File: src/rtl/core/itp_pkg.sv
`timescale 1ns / 1ps

package itp_pkg;

  localparam int STACK_DEPTH   = 32;
  localparam int PAYLOAD_WIDTH = 16;
  localparam int CLASS_W       = 4;
  localparam int PREC_W        = 4;
  localparam int STATUS_W      = 2;
  localparam int NUM_REGS      = 7;
  localparam int CFG_IDX_W     = $clog2(NUM_REGS);
  localparam int CNT_W         = $clog2(STACK_DEPTH + 1);
  localparam int PTR_W         = $clog2(STACK_DEPTH);

  // token classes
  localparam logic [CLASS_W-1:0] CLS_OPERAND = 4'd0;
  localparam logic [CLASS_W-1:0] CLS_PLUS    = 4'd1;
  localparam logic [CLASS_W-1:0] CLS_MINUS   = 4'd2;
  localparam logic [CLASS_W-1:0] CLS_MULT    = 4'd3;
  localparam logic [CLASS_W-1:0] CLS_DIV     = 4'd4;
  localparam logic [CLASS_W-1:0] CLS_EXP     = 4'd5;
  localparam logic [CLASS_W-1:0] CLS_LPAREN  = 4'd6;
  localparam logic [CLASS_W-1:0] CLS_RPAREN  = 4'd7;
  localparam logic [CLASS_W-1:0] CLS_SIN     = 4'd8;
  localparam logic [CLASS_W-1:0] CLS_COS     = 4'd9;
  localparam logic [CLASS_W-1:0] CLS_TAN     = 4'd10;
  localparam logic [CLASS_W-1:0] CLS_SQRT    = 4'd11;
  localparam logic [CLASS_W-1:0] CLS_LN      = 4'd12;
  localparam logic [CLASS_W-1:0] CLS_END     = 4'd13;

  // status codes
  localparam logic [STATUS_W-1:0] ST_OK       = 2'd0;
  localparam logic [STATUS_W-1:0] ST_UNKNOWN  = 2'd1;
  localparam logic [STATUS_W-1:0] ST_OVERFLOW = 2'd2;
  localparam logic [STATUS_W-1:0] ST_UNMATCH  = 2'd3;

  // precedence register indexes
  localparam logic [CFG_IDX_W-1:0] REG_PLUS   = 3'd0;
  localparam logic [CFG_IDX_W-1:0] REG_MINUS  = 3'd1;
  localparam logic [CFG_IDX_W-1:0] REG_MULT   = 3'd2;
  localparam logic [CFG_IDX_W-1:0] REG_DIV    = 3'd3;
  localparam logic [CFG_IDX_W-1:0] REG_EXP    = 3'd4;
  localparam logic [CFG_IDX_W-1:0] REG_LPAREN = 3'd5;
  localparam logic [CFG_IDX_W-1:0] REG_FUNC   = 3'd6;

  typedef logic [NUM_REGS-1:0][PREC_W-1:0] prec_bank_t;

  localparam prec_bank_t PREC_RESET = {4'd4, 4'd0, 4'd3, 4'd2, 4'd2, 4'd1, 4'd1};

  typedef struct packed {
    logic [CLASS_W-1:0]       cls;
    logic [PAYLOAD_WIDTH-1:0] pay;
  } entry_t;

  typedef struct packed {
    logic   push;
    logic   pop;
    entry_t wdata;
  } stk_cmd_t;

  typedef struct packed {
    logic [CNT_W-1:0] count;
    entry_t           top;
  } stk_stat_t;

endpackage

File: src/rtl/core/itp_stack.sv
`timescale 1ns / 1ps

module itp_stack (
  input  logic              clk,
  input  logic              rst_n,
  input  itp_pkg::stk_cmd_t cmd,
  output itp_pkg::stk_stat_t stat
);
  import itp_pkg::*;

  entry_t           mem [STACK_DEPTH];
  logic [CNT_W-1:0] cnt_r;
  logic [CNT_W-1:0] cnt_nxt;
  logic [CNT_W-1:0] rd_cnt;
  entry_t           top_r;

  always_comb begin
    cnt_nxt = cnt_r;
    if (cmd.push) begin
      cnt_nxt = cnt_r + CNT_W'(1);
    end else if (cmd.pop) begin
      cnt_nxt = cnt_r - CNT_W'(1);
    end
    // address of the entry that will be on top next cycle
    rd_cnt = cnt_nxt - CNT_W'(1);
  end

  always_ff @(posedge clk) begin
    if (!rst_n) begin
      cnt_r <= '0;
    end else begin
      cnt_r <= cnt_nxt;
    end
  end

  always_ff @(posedge clk) begin
    if (cmd.push) begin
      mem[cnt_r[PTR_W-1:0]] <= cmd.wdata;
    end
  end

  // registered top read, with bypass when the pushed word becomes the top
  always_ff @(posedge clk) begin
    if (cmd.push) begin
      top_r <= cmd.wdata;
    end else begin
      top_r <= mem[rd_cnt[PTR_W-1:0]];
    end
  end

  assign stat.count = cnt_r;
  assign stat.top   = top_r;

endmodule

File: src/rtl/core/infix_to_postfix_reorder_unit.sv
`timescale 1ns / 1ps

// Reorders a stream of scanned tokens into postfix order with an operator stack of
// STACK_DEPTH entries held in a memory with a registered top-of-stack read. One token
// is taken at a time: in_stall stays high until every word it causes has been handed
// to the output register. A single precedence lookup and compare unit is shared by
// the incoming token and each popped entry, one pop per cycle while the held word can
// move on. Every word but the last of a token goes out with out_last low and status ok;
// an error gives one closing word with out_class 0 and the token's payload. The
// precedence registers must only be written while the block is idle.
module infix_to_postfix_reorder_unit (
  input  logic                                 clk,
  input  logic                                 rst_n,
  input  logic                                 in_valid,
  output logic                                 in_stall,
  input  logic [itp_pkg::CLASS_W-1:0]          in_token_class,
  input  logic [itp_pkg::PAYLOAD_WIDTH-1:0]    in_token_payload,
  output logic                                 out_valid,
  input  logic                                 out_stall,
  output logic [itp_pkg::CLASS_W-1:0]          out_class,
  output logic [itp_pkg::PAYLOAD_WIDTH-1:0]    out_payload,
  output logic                                 out_last,
  output logic [itp_pkg::STATUS_W-1:0]         out_status,
  input  logic                                 cfg_we,
  input  logic [itp_pkg::CFG_IDX_W-1:0]        cfg_index,
  input  logic [itp_pkg::PREC_W-1:0]           cfg_data
);
  import itp_pkg::*;

  typedef enum logic [1:0] {S_IDLE, S_RUN, S_FLUSH} state_t;

  function automatic logic [PREC_W-1:0] prec_of(input logic [CLASS_W-1:0] c,
                                                 input prec_bank_t b);
    logic [PREC_W-1:0] p;
    p = '0;
    unique case (c)
      CLS_PLUS:   p = b[REG_PLUS];
      CLS_MINUS:  p = b[REG_MINUS];
      CLS_MULT:   p = b[REG_MULT];
      CLS_DIV:    p = b[REG_DIV];
      CLS_EXP:    p = b[REG_EXP];
      CLS_LPAREN: p = b[REG_LPAREN];
      CLS_SIN, CLS_COS, CLS_TAN, CLS_SQRT, CLS_LN: p = b[REG_FUNC];
      default:    p = '0;
    endcase
    return p;
  endfunction

  state_t state_r, state_nxt;
  prec_bank_t prec_r;

  logic [CLASS_W-1:0]       cls_r, cls_nxt;
  logic [PAYLOAD_WIDTH-1:0] pay_r, pay_nxt;
  logic [PREC_W-1:0]        prec_cur_r, prec_cur_nxt;

  logic                     hold_v_r, hold_v_nxt;
  entry_t                   hold_r, hold_nxt;
  logic [STATUS_W-1:0]      hold_st_r, hold_st_nxt;

  logic                     out_valid_r, out_valid_nxt;
  entry_t                   out_word_r, out_word_nxt;
  logic                     out_last_r, out_last_nxt;
  logic [STATUS_W-1:0]      out_status_r, out_status_nxt;

  stk_cmd_t  cmd;
  stk_stat_t stat;

  logic [CLASS_W-1:0] lookup_cls;
  logic [PREC_W-1:0]  prec_lk;
  logic               stack_empty, stack_full, stack_one;
  logic               out_free, emit_ok;
  logic               is_oper, is_pushonly;
  logic               new_v, done;
  entry_t             new_word;
  logic [STATUS_W-1:0] new_st;

  itp_stack u_stack (
    .clk  (clk),
    .rst_n(rst_n),
    .cmd  (cmd),
    .stat (stat)
  );

  // one lookup port: the arriving token while idle, the stack top while running
  assign lookup_cls  = (state_r == S_IDLE) ? in_token_class : stat.top.cls;
  assign prec_lk     = prec_of(lookup_cls, prec_r);

  assign stack_empty = (stat.count == '0);
  assign stack_full  = (stat.count == CNT_W'(STACK_DEPTH));
  assign stack_one   = (stat.count == CNT_W'(1));
  assign out_free    = !out_valid_r || !out_stall;
  assign emit_ok     = !hold_v_r || out_free;

  assign is_oper     = (cls_r >= CLS_PLUS) && (cls_r <= CLS_EXP);
  assign is_pushonly = (cls_r == CLS_LPAREN) || ((cls_r >= CLS_SIN) && (cls_r <= CLS_LN));

  always_comb begin
    state_nxt      = state_r;
    cls_nxt        = cls_r;
    pay_nxt        = pay_r;
    prec_cur_nxt   = prec_cur_r;
    hold_v_nxt     = hold_v_r;
    hold_nxt       = hold_r;
    hold_st_nxt    = hold_st_r;
    out_word_nxt   = out_word_r;
    out_last_nxt   = out_last_r;
    out_status_nxt = out_status_r;
    out_valid_nxt  = out_valid_r && out_stall;
    cmd            = '0;
    new_v          = 1'b0;
    new_word       = '{cls: CLS_OPERAND, pay: pay_r};
    new_st         = ST_OK;
    done           = 1'b0;

    unique case (state_r)
      S_IDLE: begin
        if (in_valid) begin
          cls_nxt      = in_token_class;
          pay_nxt      = in_token_payload;
          prec_cur_nxt = prec_lk;
          state_nxt    = S_RUN;
        end
      end
      S_RUN: begin
        priority if (cls_r == CLS_OPERAND) begin
          new_v = 1'b1;
          done  = 1'b1;
        end else if (is_oper || is_pushonly) begin
          if (is_oper && !stack_empty && (prec_lk >= prec_cur_r)) begin
            new_v    = 1'b1;
            new_word = stat.top;
            cmd.pop  = 1'b1;
          end else if (!stack_full) begin
            cmd.push  = 1'b1;
            cmd.wdata = '{cls: cls_r, pay: pay_r};
            done      = 1'b1;
          end else begin
            new_v  = 1'b1;
            new_st = ST_OVERFLOW;
            done   = 1'b1;
          end
        end else if (cls_r == CLS_RPAREN) begin
          priority if (stack_empty) begin
            new_v  = 1'b1;
            new_st = ST_UNMATCH;
            done   = 1'b1;
          end else if (stat.top.cls == CLS_LPAREN) begin
            cmd.pop = 1'b1;
            done    = 1'b1;
          end else if (stack_one) begin
            // bottom entry is dropped and the error word closes the token
            cmd.pop = 1'b1;
            new_v   = 1'b1;
            new_st  = ST_UNMATCH;
            done    = 1'b1;
          end else begin
            new_v    = 1'b1;
            new_word = stat.top;
            cmd.pop  = 1'b1;
          end
        end else if (cls_r == CLS_END) begin
          if (!stack_empty) begin
            new_v    = 1'b1;
            new_word = stat.top;
            cmd.pop  = 1'b1;
          end else begin
            new_v    = 1'b1;
            new_word = '{cls: CLS_END, pay: pay_r};
            done     = 1'b1;
          end
        end else begin
          new_v  = 1'b1;
          new_st = ST_UNKNOWN;
          done   = 1'b1;
        end

        // wait while the held word cannot move on
        if (new_v && !emit_ok) begin
          cmd   = '0;
          new_v = 1'b0;
          done  = 1'b0;
        end

        if (new_v) begin
          if (hold_v_r) begin
            out_valid_nxt  = 1'b1;
            out_word_nxt   = hold_r;
            out_last_nxt   = 1'b0;
            out_status_nxt = hold_st_r;
          end
          hold_v_nxt  = 1'b1;
          hold_nxt    = new_word;
          hold_st_nxt = new_st;
        end
        if (done) begin
          state_nxt = S_FLUSH;
        end
      end
      S_FLUSH: begin
        if (!hold_v_r) begin
          state_nxt = S_IDLE;
        end else if (out_free) begin
          out_valid_nxt  = 1'b1;
          out_word_nxt   = hold_r;
          out_last_nxt   = 1'b1;
          out_status_nxt = hold_st_r;
          hold_v_nxt     = 1'b0;
          state_nxt      = S_IDLE;
        end
      end
      default: state_nxt = S_IDLE;
    endcase
  end

  always_ff @(posedge clk) begin
    if (!rst_n) begin
      state_r     <= S_IDLE;
      hold_v_r    <= 1'b0;
      out_valid_r <= 1'b0;
    end else begin
      state_r     <= state_nxt;
      hold_v_r    <= hold_v_nxt;
      out_valid_r <= out_valid_nxt;
    end
    cls_r        <= cls_nxt;
    pay_r        <= pay_nxt;
    prec_cur_r   <= prec_cur_nxt;
    hold_r       <= hold_nxt;
    hold_st_r    <= hold_st_nxt;
    out_word_r   <= out_word_nxt;
    out_last_r   <= out_last_nxt;
    out_status_r <= out_status_nxt;
  end

  always_ff @(posedge clk) begin
    if (!rst_n) begin
      prec_r <= PREC_RESET;
    end else if (cfg_we && (cfg_index < CFG_IDX_W'(NUM_REGS))) begin
      prec_r[cfg_index] <= cfg_data;
    end
  end

  assign in_stall    = (state_r != S_IDLE);
  assign out_valid   = out_valid_r;
  assign out_class   = out_word_r.cls;
  assign out_payload = out_word_r.pay;
  assign out_last    = out_last_r;
  assign out_status  = out_status_r;

  a_no_push_full: assert property (@(posedge clk) disable iff (!rst_n)
    cmd.push |-> !stack_full)
    else $error("push onto full stack");

  a_no_pop_empty: assert property (@(posedge clk) disable iff (!rst_n)
    cmd.pop |-> !stack_empty)
    else $error("pop from empty stack");

  a_count_range: assert property (@(posedge clk) disable iff (!rst_n)
    stat.count <= CNT_W'(STACK_DEPTH))
    else $error("stack count out of range");

  a_mid_word_ok: assert property (@(posedge clk) disable iff (!rst_n)
    out_valid && !out_last |-> out_status == ST_OK)
    else $error("error status on a word that is not last");

  a_idle_no_hold: assert property (@(posedge clk) disable iff (!rst_n)
    state_r == S_IDLE |-> !hold_v_r)
    else $error("held word left behind when idle");

endmodule

File: config.mk
export PLATFORM = sky130hd
export DESIGN_NAME = infix_to_postfix_reorder_unit
export DESIGN_NICKNAME = d
export VERILOG_FILES = /design/src/rtl/core/itp_pkg.sv /design/src/rtl/core/itp_stack.sv /design/src/rtl/core/infix_to_postfix_reorder_unit.sv
export SDC_FILE = /design/constraint.sdc
export NUM_CORES = 1
export LEC_CHECK = 0
export BUFFER_PORTS_ARGS = -buffer_cell sky130_fd_sc_hd__clkbuf_2
export CELL_PAD_IN_SITES_DETAIL_PLACEMENT = 0
export CELL_PAD_IN_SITES_GLOBAL_PLACEMENT = 1
export CORE_MARGIN = 2
export CORE_UTILIZATION = 45
export CTS_CLUSTER_DIAMETER = 100
export DETAILED_ROUTE_END_ITERATION = 16
export PLACE_DENSITY = 0.74
export RECOVER_POWER = 100
export SYNTH_ARGS = -nofsm -noshare
export SYNTH_HDL_FRONTEND = slang
export SYNTH_HIERARCHICAL = 1
export SYNTH_SLANG_ARGS = --single-unit
File: constraint.sdc
create_clock -name clk -period 13.14 [get_ports clk]
set_input_delay 1.314 -clock clk [delete_from_list [all_inputs] [get_ports clk]]
set_output_delay 1.314 -clock clk [all_outputs]
set_load 0.02 [all_outputs]
==> results_dict.tcl <==
set metrics [dict create \
    drv_slew 1457 \
    synth_ff_type "edfxtp_1" \
    wl_per_cell_um 26.0 \
    yosys_warnings 6 \
    clkPwrFrac_pct 31.8 \
    p_int_mw 4.65 \
    worstMarginPinSlew_ns 5.03 \
    yosysSeqAreaShare_pct 73.6 \
    drv_cap 56 \
    placedCellCount 2632 \
    yosysUniqueCellTypes 63 \
    crit_path_end "u_stack/mem[1][13]" \
    yosys.area.top_type "edfxtp_1" \
    dp_hpwl_mm 43.6 \
    syn_area_per_cell_um2 16.7 \
    regToRegSetupSlack_ns 3.24 \
    start_util_pct 45.6 \
    cp-start-kind "flop" \
    ant_nets 0 \
    clock_sinks 752 \
    cts_setup_buffers 0 \
    die-area_um2 69000 \
    rows 94 \
    async_reset_ff_share_pct 0 \
    cp-end-kind "flop" \
    synth_edf_count 709 \
    vias 16100 \
    fin_skew_ns 0.0294 \
    crit_fanout 131 \
    synth_simple_gate_area_share_pct 5.40 \
    synth.top_cell.area_share_pct 70.8 \
    grt_pass1_vias 15800 \
    drt_iter0_markers 1764 \
    synthesis.area_um2 30100 \
    seq_power_share_pct 43.6 \
    use_met2_pct 33.1 \
    die_w_um 263 \
    rsz0062_at_grt "false" \
    clkTransAtPathRegs_ns 0.06 \
    synthAdderAreaFrac_pct 0.615 \
    fin_cells 2768 \
    period_needed_ns 9.90 \
    final_common_cell "edfxtp_1" \
    finalSetupViolCount 0 \
    tns_ns 0 \
    worstPathRequired_ns 13.13 \
    postCtsHoldBufs 0 \
    synth_area_leaders "edfxtp_1, mux2i_1, dfxtp_1" \
    worstHoldPathType "flop to flop" \
    grt.met3_usage_pct 3.33 \
    period_share_pct 75.4 \
    core_area_um2 66000 \
    peakVddDrop_mv 0.187 \
    root_buffer "clkbuf_16" \
    outcome "finished, violations left" \
    yosys_register_bits 752 \
    grt.total_usage_pct 20.7 \
    grt_use_met1_pct 29.3 \
    grt_first_pass_wirelength_mm 105 \
    drc 0 \
    drive_gt1_share_pct 8.68 \
    synth_mux_area_share_pct 12.4 \
    post_cts_resized 0 \
    grt_max_degree 135 \
    swShare_pct 30.7 \
    antenna_found_initial 3 \
    vias_per_cell 5.80 \
    synthCells 1800 \
    fin_hold_ws_ns 0.415 \
    crit_type "flop to flop" \
    max-slew-margin-rel_pct -239 \
    io_buffers 56 \
    power_density_nw_per_um2 201 \
    violations "capacitance limit, slew limit" \
    synth-xor-area-share_pct 0.312 \
    htree_num_levels 3 \
    area_delta_synth_final_pct 10.8 \
    synth_compound_area_share_pct 5.61 \
    dr.pass1.iters 5 \
    synth_top_family_by_area "multiplexers" \
    io_pins 57 \
    overflow 0 \
    grt.busiest_layer "met2" \
    wl_mm 71.9 \
    share_comb_of_total_power_pct 24.6 \
    reg2reg_depth 17 \
    gp_congestion 0.823 \
    cts.path.max_buffers 3 \
    fmax_ghz 0.101 \
    regToRegEndpoint "u_stack/mem[1][13]" \
    p_switching_mw 2.06 \
    final_cell_mix "edfxtp_1, mux2i_1, a22oi_1" \
    syn-num-nets 1846 \
    finalNetCount 1891 \
    cts_tree "built" \
    leakage_nw 12.3 \
    cts_buffers 75 \
    die_y_um 263 \
    finalHoldViolCount 0 \
    insertion_delay_ns 0.61 \
    cp.arrival_ns 9.89 \
]
==> per-stage QoR <==
stage | instance area (um2) | setup slack (ns) | util, % | power (mW)
2_1_floorplan | 30100 | 7.96 | - | 4.03
3_3_place_gp | 31100 | 5.79 | 47.2 | 4.58
3_5_place_dp | 31100 | 5.65 | 47.2 | 4.60
4_1_cts | 33600 | 5.58 | 50.9 | 6.73
5_1_grt | 33300 | 2.53 | 50.5 | 6.96
6_report | 33400 | 3.24 | 50.5 | 6.71
==> flip-flops by register name (all words and copies together) (netlist names), named ones only <==
register and cells:
out_payload 16, out_status 2, hold_r 20, hold_st_r 2, prec_cur_r 4, out_valid 1, state_r 2, out_class 4
out_last 1, hold_v_r 1, u_stack/cnt_r 6, u_stack/mem 640, cls_r 4, pay_r 16, prec_r 28
==> worst min path at each step <==
stage,start,end,slack [ns],depth (start not counted)
final,hold_r[14],out_payload[14],0.42,0
after global routing,hold_r[1],out_payload[1],0.42,0
after CTS,hold_r[14],out_payload[14],0.41,0
after detailed placement,hold_r[14],out_payload[14],0.40,0
after global placement,hold_r[3],out_payload[3],0.41,0
after floorplan,hold_r[16],out_class[0],0.40,0
==> worst max-delay path, cell delays in order, from the launching register on <==
cell	delay, ns
dfxtp_1	2.66
buf_12	0.62
mux2i_1	0.36
a22oi_1	0.13
nand3_1	0.27
nand3_1	0.37
o32a_1	0.48
nor2_1	0.24
a22oi_1	0.14
nand2_1	0.11
a211oi_1	0.05
ha_1	0.27
nand2b_1	0.14
a2111o_1	0.41
nand3_1	0.22
and3_1	0.20
buf_4	0.27
and2_0	2.07
==> cells by family (layout without fill, tap and decap cells) <==
kind of cell | count (synthesis) | in the layout
xor gates and xnor gates | 9 | 9
adders and majority gates | 15 | 15
other | 0 | 2
buffers and inverters | 114 | 216
muxes | 366 | 366
and+or+nand+nor | 311 | 311
DFF | 752 | 752
AOI/OAI and AO/OA | 233 | 233
==> cells in the mapped netlist (4+ instances only) <==
| cell | n |
|---|---|
| buf_1 | 4 |
| mux2_2 | 7 |
| xor2_1 | 5 |
| a21oi_1 | 49 |
| buf_2 | 24 |
| nand3_1 | 52 |
| a22oi_1 | 88 |
| nor3b_1 | 6 |
| buf_6 | 13 |
| clkbuf_1 | 40 |
| a22o_1 | 42 |
| nand2_1 | 68 |
| mux2i_1 | 350 |
| a31oi_1 | 23 |
| ha_1 | 14 |
| nor2_1 | 44 |
| o21ai_0 | 8 |
| nand2b_1 | 8 |
| nor3_1 | 30 |
| nand4_1 | 24 |
| dfxtp_1 | 43 |
| mux2_4 | 9 |
| buf_4 | 15 |
| nor2b_1 | 24 |
| edfxtp_1 | 709 |
| and2_1 | 29 |
| inv_1 | 15 |
==> cell type report <==
class	count	area (um2)
Antenna cell	2	5.00
Clock buffer	88	1960
Clock inverter	46	495
Fill cell	5335	32600
Inverter	15	56.3
Multi-Input combinational cell	934	7270
Sequential cell	752	22200
Tap cell	864	1080
Timing Repair Buffer	67	333
==> layer usage <==
metal	wire, um	share of wire [%]
met1	30700	43
met5	0	0
met3	5080	7.1
met4	1600	2.2
met2	34500	48
==> power by group through the flow <==
stage | Sequential, mW | Clock (mW) | Combinational, mW
5_1_grt | 2.94 | 2.28 | 1.75
3_3_place_gp | 2.96 | 0 | 1.62
2_1_floorplan | 2.90 | 0 | 1.13
4_1_cts | 2.91 | 2.17 | 1.65
3_5_place_dp | 2.96 | 0 | 1.64
6_report | 2.93 | 2.13 | 1.65
No activity file was read; power rests on OpenSTA's default activity.
